File: config.mk
export PLATFORM = sky130hd
export DESIGN_NAME = perturb_observe_mppt_flat
export DESIGN_NICKNAME = d
export VERILOG_FILES = /design/src/hw/rtl/pom_pkg.sv /design/src/hw/rtl/pom_sample_if.sv /design/src/hw/rtl/pom_result_if.sv /design/src/hw/rtl/perturb_observe_mppt.sv /design/src/flat_wrapper.sv
export SDC_FILE = /design/constraint.sdc
export NUM_CORES = 1
export LEC_CHECK = 0
export ABC_AREA = 1
export BUFFER_PORTS_ARGS = -buffer_cell sky130_fd_sc_hd__buf_4
export CORE_AREA = 10 10 162 277
export CTS_CLUSTER_SIZE = 16
export DETAILED_ROUTE_END_ITERATION = 7
export DIE_AREA = 0 0 172 287
export PLACE_DENSITY = 0.54
export SETUP_SLACK_MARGIN = 0.3
export SLEW_MARGIN = 30
export SYNTH_ARGS = -nofsm -noshare
export SYNTH_HDL_FRONTEND = slang
export SYNTH_SLANG_ARGS = --single-unit
File: constraint.sdc
create_clock -name clk -period 5.5 [get_ports clk]
set_input_delay 1.1 -clock clk [delete_from_list [all_inputs] [get_ports clk]]
set_output_delay 1.1 -clock clk [all_outputs]
set_load 0.01 [all_outputs]
File: src/hw/rtl/pom_pkg.sv
package pom_pkg;

    localparam int SAMPLE_BITS = 10;
    localparam int PROD_W      = 2 * SAMPLE_BITS;

    localparam int STEP_W  = 8;
    localparam int DUTY_W  = 10;
    localparam int POWER_W = 20;
    // signed duty arithmetic: duty + step never exceeds this range
    localparam int CALC_W  = DUTY_W + 2;
    // common width for comparing the product against 20-bit values
    localparam int CMP_W   = (PROD_W > POWER_W) ? PROD_W : POWER_W;

    localparam int APB_DATA_W = 32;
    localparam int APB_ADDR_W = 4;

    localparam logic [POWER_W-1:0] POWER_MAX = {POWER_W{1'b1}};

    localparam logic [STEP_W-1:0]  STEP_RESET    = STEP_W'(10);
    localparam logic [DUTY_W-1:0]  FLOOR_RESET   = DUTY_W'(51);
    localparam logic [DUTY_W-1:0]  CEILING_RESET = DUTY_W'(973);
    localparam logic [POWER_W-1:0] LIMIT_RESET   = POWER_MAX;

    typedef logic [SAMPLE_BITS-1:0] sample_t;
    typedef logic [PROD_W-1:0]      product_t;
    typedef logic [DUTY_W-1:0]      duty_t;
    typedef logic [STEP_W-1:0]      step_t;
    typedef logic [POWER_W-1:0]     power_t;

    typedef enum logic [1:0] {
        REG_STEP_SIZE    = 2'd0,
        REG_DUTY_FLOOR   = 2'd1,
        REG_DUTY_CEILING = 2'd2,
        REG_POWER_LIMIT  = 2'd3
    } reg_idx_t;

endpackage

File: src/hw/rtl/pom_sample_if.sv
interface pom_sample_if;
    logic             valid;
    logic             ready;
    pom_pkg::sample_t voltage_code;
    pom_pkg::sample_t current_code;

    modport source (output valid, output voltage_code, output current_code, input ready);
    modport sink   (input valid, input voltage_code, input current_code, output ready);
endinterface

File: src/hw/rtl/pom_result_if.sv
interface pom_result_if;
    logic            valid;
    logic            ready;
    pom_pkg::duty_t  duty_level;
    pom_pkg::power_t panel_power;
    logic            pwm_enabled;

    modport source (output valid, output duty_level, output panel_power,
                    output pwm_enabled, input ready);
    modport sink   (input valid, input duty_level, input panel_power,
                    input pwm_enabled, output ready);
endinterface

File: src/hw/rtl/perturb_observe_mppt.sv
// A sample transaction passes the stage 1 register (multiply) and then the
// result register (update) before its result transaction appears.
// Throughput: one sample per cycle unless the result stalls; the tracker
// state update closes in the second stage, so samples issue back to back.
// Reset (rst_n, async, active low): duty, last voltage/power and trip flag
// clear; config registers return to step 10, floor 51, ceiling 973, limit max.
module perturb_observe_mppt (
    input  logic                             clk,
    input  logic                             rst_n,
    pom_sample_if.sink                       sample,
    pom_result_if.source                     result,
    input  logic                             psel,
    input  logic                             penable,
    input  logic                             pwrite,
    input  logic [pom_pkg::APB_ADDR_W-1:0]   paddr,
    input  logic [pom_pkg::APB_DATA_W-1:0]   pwdata,
    output logic [pom_pkg::APB_DATA_W-1:0]   prdata,
    output logic                             pready
);

    // ------------------------------------------------------------------
    // Configuration registers (APB, word addressed, zero wait state)
    // ------------------------------------------------------------------
    pom_pkg::step_t    step_size_reg;
    pom_pkg::duty_t    duty_floor_reg;
    pom_pkg::duty_t    duty_ceiling_reg;
    pom_pkg::power_t   power_limit_reg;

    logic              cfg_write;
    pom_pkg::reg_idx_t cfg_idx;

    assign pready    = 1'b1;
    assign cfg_write = psel && penable && pwrite;
    assign cfg_idx   = pom_pkg::reg_idx_t'(paddr[3:2]);

    always_ff @(posedge clk or negedge rst_n)
    begin
        if (!rst_n)
        begin
            step_size_reg    <= pom_pkg::STEP_RESET;
            duty_floor_reg   <= pom_pkg::FLOOR_RESET;
            duty_ceiling_reg <= pom_pkg::CEILING_RESET;
            power_limit_reg  <= pom_pkg::LIMIT_RESET;
        end
        else if (cfg_write)
        begin
            unique case (cfg_idx)
                pom_pkg::REG_STEP_SIZE:
                    step_size_reg <= pwdata[pom_pkg::STEP_W-1:0];
                pom_pkg::REG_DUTY_FLOOR:
                    duty_floor_reg <= pwdata[pom_pkg::DUTY_W-1:0];
                pom_pkg::REG_DUTY_CEILING:
                    duty_ceiling_reg <= pwdata[pom_pkg::DUTY_W-1:0];
                pom_pkg::REG_POWER_LIMIT:
                    power_limit_reg <= pwdata[pom_pkg::POWER_W-1:0];
            endcase
        end
    end

    always_comb
    begin
        unique case (cfg_idx)
            pom_pkg::REG_STEP_SIZE:    prdata = pom_pkg::APB_DATA_W'(step_size_reg);
            pom_pkg::REG_DUTY_FLOOR:   prdata = pom_pkg::APB_DATA_W'(duty_floor_reg);
            pom_pkg::REG_DUTY_CEILING: prdata = pom_pkg::APB_DATA_W'(duty_ceiling_reg);
            pom_pkg::REG_POWER_LIMIT:  prdata = pom_pkg::APB_DATA_W'(power_limit_reg);
        endcase
    end

    // ------------------------------------------------------------------
    // Handshake control: stage 1 holds voltage and product, the result
    // register parts the tracker from the downstream consumer.
    // ------------------------------------------------------------------
    logic s1_valid_reg, s1_valid_next;
    logic out_valid_reg, out_valid_next;
    logic in_fire, s1_fire;

    assign s1_fire      = s1_valid_reg && (!out_valid_reg || result.ready);
    assign sample.ready = !s1_valid_reg || s1_fire;
    assign in_fire      = sample.valid && sample.ready;

    always_comb
    begin
        s1_valid_next = s1_valid_reg;
        if (in_fire)
            s1_valid_next = 1'b1;
        else if (s1_fire)
            s1_valid_next = 1'b0;

        out_valid_next = out_valid_reg;
        if (s1_fire)
            out_valid_next = 1'b1;
        else if (result.ready)
            out_valid_next = 1'b0;
    end

    always_ff @(posedge clk or negedge rst_n)
    begin
        if (!rst_n)
        begin
            s1_valid_reg  <= 1'b0;
            out_valid_reg <= 1'b0;
        end
        else
        begin
            s1_valid_reg  <= s1_valid_next;
            out_valid_reg <= out_valid_next;
        end
    end

    // ------------------------------------------------------------------
    // Stage 1: panel power = V * I, registered with the voltage
    // ------------------------------------------------------------------
    pom_pkg::sample_t  s1_voltage_reg;
    pom_pkg::product_t s1_power_reg;

    always_ff @(posedge clk)
    begin
        if (in_fire)
        begin
            s1_voltage_reg <= sample.voltage_code;
            s1_power_reg   <= pom_pkg::PROD_W'(sample.voltage_code) *
                              pom_pkg::PROD_W'(sample.current_code);
        end
    end

    // ------------------------------------------------------------------
    // Stage 2: perturb & observe decision, clamp, trip, state update
    // ------------------------------------------------------------------
    pom_pkg::sample_t  last_voltage_reg;
    pom_pkg::product_t last_power_reg;
    pom_pkg::duty_t    duty_now_reg;
    logic              tripped_reg;

    logic                              power_rose;
    logic                              voltage_up;
    logic [pom_pkg::CMP_W-1:0]         power_wide;
    logic signed [pom_pkg::CALC_W-1:0] duty_cur;
    logic signed [pom_pkg::CALC_W-1:0] step_s;
    logic signed [pom_pkg::CALC_W-1:0] duty_moved;
    logic signed [pom_pkg::CALC_W-1:0] duty_capped;
    logic signed [pom_pkg::CALC_W-1:0] duty_clamped;
    logic signed [pom_pkg::CALC_W-1:0] ceil_s;
    logic signed [pom_pkg::CALC_W-1:0] floor_s;
    pom_pkg::duty_t                    duty_next;
    logic                              tripped_next;
    pom_pkg::power_t                   power_sat;

    always_comb
    begin
        power_rose = s1_power_reg > last_power_reg;
        voltage_up = s1_voltage_reg > last_voltage_reg;
        power_wide = pom_pkg::CMP_W'(s1_power_reg);

        duty_cur = signed'(pom_pkg::CALC_W'(duty_now_reg));
        step_s   = signed'(pom_pkg::CALC_W'(step_size_reg));
        ceil_s   = signed'(pom_pkg::CALC_W'(duty_ceiling_reg));
        floor_s  = signed'(pom_pkg::CALC_W'(duty_floor_reg));

        // same direction as the voltage when power rose, else reverse
        if (power_rose == voltage_up)
            duty_moved = duty_cur + step_s;
        else
            duty_moved = duty_cur - step_s;

        // ceiling first, then floor: floor wins if they cross
        duty_capped  = (duty_moved > ceil_s) ? ceil_s : duty_moved;
        duty_clamped = (duty_capped < floor_s) ? floor_s : duty_capped;
        duty_next    = duty_clamped[pom_pkg::DUTY_W-1:0];

        // trip on this sample's power, so it already reports PWM off
        tripped_next = tripped_reg ||
                       (power_wide > pom_pkg::CMP_W'(power_limit_reg));

        if (power_wide > pom_pkg::CMP_W'(pom_pkg::POWER_MAX))
            power_sat = pom_pkg::POWER_MAX;
        else
            power_sat = power_wide[pom_pkg::POWER_W-1:0];
    end

    always_ff @(posedge clk or negedge rst_n)
    begin
        if (!rst_n)
        begin
            last_voltage_reg <= '0;
            last_power_reg   <= '0;
            duty_now_reg     <= '0;
            tripped_reg      <= 1'b0;
        end
        else if (s1_fire)
        begin
            last_voltage_reg <= s1_voltage_reg;
            last_power_reg   <= s1_power_reg;
            duty_now_reg     <= duty_next;
            tripped_reg      <= tripped_next;
        end
    end

    // result register
    pom_pkg::duty_t  out_duty_reg;
    pom_pkg::power_t out_power_reg;
    logic            out_pwm_reg;

    always_ff @(posedge clk)
    begin
        if (s1_fire)
        begin
            out_duty_reg  <= duty_next;
            out_power_reg <= power_sat;
            out_pwm_reg   <= !tripped_next;
        end
    end

    assign result.valid       = out_valid_reg;
    assign result.duty_level  = out_duty_reg;
    assign result.panel_power = out_power_reg;
    assign result.pwm_enabled = out_pwm_reg;

    // ------------------------------------------------------------------
    // Assertions
    // ------------------------------------------------------------------
    a_trip_sticky: assert property (@(posedge clk) disable iff (!rst_n)
        tripped_reg |=> tripped_reg)
        else $error("overload flag cleared without reset");

    a_pwm_matches_flag: assert property (@(posedge clk) disable iff (!rst_n)
        result.valid |-> (result.pwm_enabled == !tripped_reg))
        else $error("pending result disagrees with trip flag");

    a_duty_matches_state: assert property (@(posedge clk) disable iff (!rst_n)
        result.valid |-> (result.duty_level == duty_now_reg))
        else $error("pending result disagrees with tracker duty");

    a_hold_on_stall: assert property (@(posedge clk) disable iff (!rst_n)
        (out_valid_reg && !result.ready) |=> $stable(duty_now_reg) && $stable(last_power_reg))
        else $error("tracker state advanced while result stalled");

endmodule
File: src/flat_wrapper.sv
// flat-port wrapper written by rule: the top's interface ports become plain ports
module perturb_observe_mppt_flat 
  (clk, rst_n, psel, penable, pwrite, paddr, pwdata, prdata, pready, sample_valid, sample_voltage_code, sample_current_code, sample_ready, result_valid, result_duty_level, result_panel_power, result_pwm_enabled, result_ready);
  pom_sample_if sample_i ();
  pom_result_if result_i ();
  input  logic clk;
  input  logic rst_n;
  input  logic psel;
  input  logic penable;
  input  logic pwrite;
  input  logic [pom_pkg::APB_ADDR_W-1:0] paddr;
  input  logic [pom_pkg::APB_DATA_W-1:0] pwdata;
  output logic [pom_pkg::APB_DATA_W-1:0] prdata;
  output logic pready;
  input wire logic [$bits(sample_i.valid)-1:0] sample_valid;
  input wire logic [$bits(sample_i.voltage_code)-1:0] sample_voltage_code;
  input wire logic [$bits(sample_i.current_code)-1:0] sample_current_code;
  output wire logic [$bits(sample_i.ready)-1:0] sample_ready;
  output wire logic [$bits(result_i.valid)-1:0] result_valid;
  output wire logic [$bits(result_i.duty_level)-1:0] result_duty_level;
  output wire logic [$bits(result_i.panel_power)-1:0] result_panel_power;
  output wire logic [$bits(result_i.pwm_enabled)-1:0] result_pwm_enabled;
  input wire logic [$bits(result_i.ready)-1:0] result_ready;
  assign sample_i.valid = sample_valid;
  assign sample_i.voltage_code = sample_voltage_code;
  assign sample_i.current_code = sample_current_code;
  assign sample_ready = sample_i.ready;
  assign result_valid = result_i.valid;
  assign result_duty_level = result_i.duty_level;
  assign result_panel_power = result_i.panel_power;
  assign result_pwm_enabled = result_i.pwm_enabled;
  assign result_i.ready = result_ready;
  perturb_observe_mppt u_core (.clk(clk), .rst_n(rst_n), .sample(sample_i), .result(result_i), .psel(psel), .penable(penable), .pwrite(pwrite), .paddr(paddr), .pwdata(pwdata), .prdata(prdata), .pready(pready));
endmodule
==> impl_metrics.yaml <==
outcome:
  status: "completed"
power_and_ir_drop:
  switching_share: 0.442
  power.leakage_nw: 7.86
  p_comb_frac: 0.724
  peakVddDrop_v: 0.000511
  internal_power_mw: 6.36
  power.sequential.fraction: 0.173
  netSwitchingPower_mw: 5.05
  power-per-cell-area_nw_per_um2: 737
  power.share.clock: 0.103
setup_path:
  timing.critical_path.mode_cell: "nand2_4"
  setup.worst_path.start: "u_core.s1_voltage_reg[9]"
  endpoint_class_of_the_critical_path: "flip-flop"
  r2r.worst_path.cells: 37
  timing.critical_path.to: "u_core.result.duty_level[7]"
  reg2reg_from: "u_core.s1_voltage_reg[9]"
  worstSetupPathType: "reg -> reg"
  cp_slowest_stage_delay_ns: 0.44
  cp.required_ns: 5.70
  reg_to_reg_slack_setup_ns: 0.23
  crit_path_max_fanout: 8
  crit-reg2reg-capture: "u_core.result.duty_level[7]"
  critical_path_startpoint_category: "flip-flop"
  arrival_ns: 5.47
  cpMaxStageDelayCell: "edfxtp_1"
floorplanning:
  die_h_um: 287
  chipWidth_um: 172
  die_area_sq_um: 49400
  fp.coreArea_sq_um: 40100
  standard_cell_row_count: 97
  initial_utilization: 0.298
  top_level_ports: 129
final_layout:
  layout-area-overhead-vs-synth_pct: 29.8
  layout.area.seq_sq_um: 4150
  n_antenna_cell: 0
  filler_cell_count: 4107
  layout.cells.non_filler: 2100
  fraction_of_final_layout_cells_sized_beyond_drive_strength_1: 0.300
  multi_input_logic_area_sq_um: 7190
  layout.nets: 1859
timing:
  finalHoldViolations: 0
  setup_repair_after_global_routing_missed_its_margin: "yes"
  final.setup_skew_ns: 0.0142
  setup_viol_count_final: 0
  clock.fmax_ghz: 0.190
  worst_slew_margin_relative_to_its_limit: 0.297
  final_period_minus_worst_setup_slack_ns: 5.27
  report.final.slew_viol_count: 0
  worst_pin_slew_ns: 1.05
  ratio_of_final_minimum_period_to_clock_period: 0.957
  worst_hold_slack_ns: 0.462
logic_synthesis:
  post_synth_top_cells: "336 x nand2_1, 261 x inv_1, 140 x ha_1, 85 x o21ai_0, 64 x fa_1"
  yosysTopAreaCellShare: 0.154
  syn_area_per_cell_sq_um: 8.52
  syn-cell-area_sq_um: 11900
  synthesis.instances: 1401
  dominantRegCellSynth: "edfxtp_1"
  synth.ff_latch_count: 152
  synth_most_common_cell: "nand2_1"
  synth.area.top_cells: "edfxtp_1 15%, ha_1 15%, dfrtp_1 12%"
  synth-async-reset-ratio: 0.599
  post_synthesis_cell_type_count: 50
  synth_sequential_area_ratio: 0.348
  synth.largest_area_cell: "edfxtp_1"
  yosysWarnings: 0
  synth-edff-count: 61
placement:
  finalWeightedCongestion: 0.914
  numPlacedInstances: 2050
  portBuffers: 101
  dp_hpwl_um: 28000
global_routing:
  grt_overflow_total: 0
  antenna_found_initial: 0
  grt_util_all_layers: 0.144
  first_global_vias: 10500
  grt_pass1_wl_um: 54600
  grt_start_max_net_pins: 68
worst_hold_path:
  min_path_cells: 0
  holdCritPathClass: "reg -> reg"
clock_tree:
  ctsHoldBuffers: 0
  ctsRootBufferMaster: "clkbuf_16"
  clock_latency_ns: 0.45
  cts.clk_slew.worst_paths_ns: 0.07
  htree_num_levels: 4
  cts.sink_count: 152
  tritoncts: "built"
  cts_buffers: 17
  cts-root-to-sink-buffers: 2
drt:
  route.detailed.drc: 0
  num_vias: 9758
  detailed_route_wire_length_per_cell_um: 16.6
  dr.first_iter.drc_count: 407
  totalWireLength_um: 34900
  postRouteAntennaNets: 0
  drt_first_pass_iters: 4
  detail_route.vias_per_cell: 4.65
run:
  maxCapViolations: 0
## worst max-delay path, delay by kind of cell (launching register included)
kind                       cells  cell delay (ns)
AOI/OAI and AO/OA              9             1.15
xor gates and xnor gates       1             0.25
adders and majority gates      3             0.75
buffers and inverters          8             0.94
DFF                            1             0.44
and+or+nand+nor               16             1.49
## cell type report
type / instances / share of cell area
clock buffer: 17 / 0.0275
clock inverter: 15 / 0.00994
inverter: 275 / 0.0669
multi-input combinational: 908 / 0.464
sequential: 152 / 0.268
tap: 495 / 0.0400
timing repair buffer: 238 / 0.124
## metal layers
| metal | track usage | routed length (um) | vias up |
|---|---|---|---|
| met1 | 0.133 | 11900 | 4741 |
| met5 | 0 | 0 | - |
| met3 | 0.0201 | 1010 | 72 |
| li1 | - | - | 4763 |
| met4 | 0.0690 | 1510 | 0 |
| met2 | 0.293 | 20500 | 182 |
## power by group through the flow
stage / clock network [mW] / registers, mW / logic, mW
after floorplan: 0 / 1.98 / 3.91
after global placement: 0 / 1.98 / 6.33
after detailed placement: 0 / 1.98 / 6.43
after CTS: 1.21 / 1.97 / 7.30
after global routing: 1.25 / 2.01 / 9.13
final: 1.17 / 1.98 / 8.26
## how the worst min path moves through the flow
stage,endpoint,slack (ns),startpoint
final,u_core.result.panel_power[0],0.46,u_core.power_wide[0]
after global routing,u_core.result.panel_power[0],0.47,u_core.power_wide[0]
after CTS,u_core.result.panel_power[0],0.46,u_core.power_wide[0]
after detailed placement,u_core.result.panel_power[0],0.46,u_core.power_wide[0]
after global placement,u_core.result.panel_power[0],0.44,u_core.power_wide[0]
after floorplan,u_core.last_power_reg[0],0.46,u_core.last_power_reg[0]
## stage by stage
step	area, sq um	power [mW]	utilization	setup slack (ns)	setup TNS (ns)
floorplan	12200	5.90	-	-0.0580	-0.0580
global placement	14000	8.31	0.350	-0.316	-0.839
detailed placement	14000	8.42	0.350	-0.282	-1.19
CTS	14900	10.5	0.372	0.288	0
global route	15500	12.4	0.387	-0.00511	-0.00511
finish	15500	11.4	0.387	0.234	0
## cell usage in the layout, fill, tap and decap left out, types with 13 or more instances in the layout
cell type / Yosys / layout
nand2_1: 336 / 301
inv_1: 261 / 247
buf_4: 14 / 222
ha_1: 140 / 117
o21ai_0: 85 / 79
fa_1: 64 / 61
edfxtp_1: 61 / 61
dfrtp_1: 58 / 58
a21oi_1: 59 / 41
nor2_1: 44 / 37
dfstp_2: 33 / 33
nand2_2: 8 / 31
inv_2: 12 / 25
nand3_1: 33 / 25
ha_4: 0 / 22
xor2_1: 19 / 19
nand3_2: 12 / 17
clkbuf_16: 0 / 17
a21oi_2: 1 / 16
o21ai_2: 0 / 13
conb_1: 2 / 13
## cell families (layout without fill, tap and decap cells)
family / Yosys count / after routing / share of synthesized area
AOI/OAI and AO/OA: 196 / 196 / 0.0926
xor gates and xnor gates: 25 / 25 / 0.0184
adders and majority gates: 204 / 204 / 0.254
buffers and inverters: 352 / 545 / 0.116
DFF: 152 / 152 / 0.348
muxes: 2 / 2 / 0.00168
other: 2 / 13 / 0.000629
and+or+nand+nor: 468 / 468 / 0.169
## what timing repair did
action / 4_1_cts / 5_1_grt
buffers inserted: 5 / 12
resized for setup: 55 / 115
pin swaps: 49 / 64
setup endpoints to repair: 22 / 25
cloned: 1 / 0
hold endpoints to repair: 0 / 0
No activity file was read; power rests on OpenSTA's default activity.
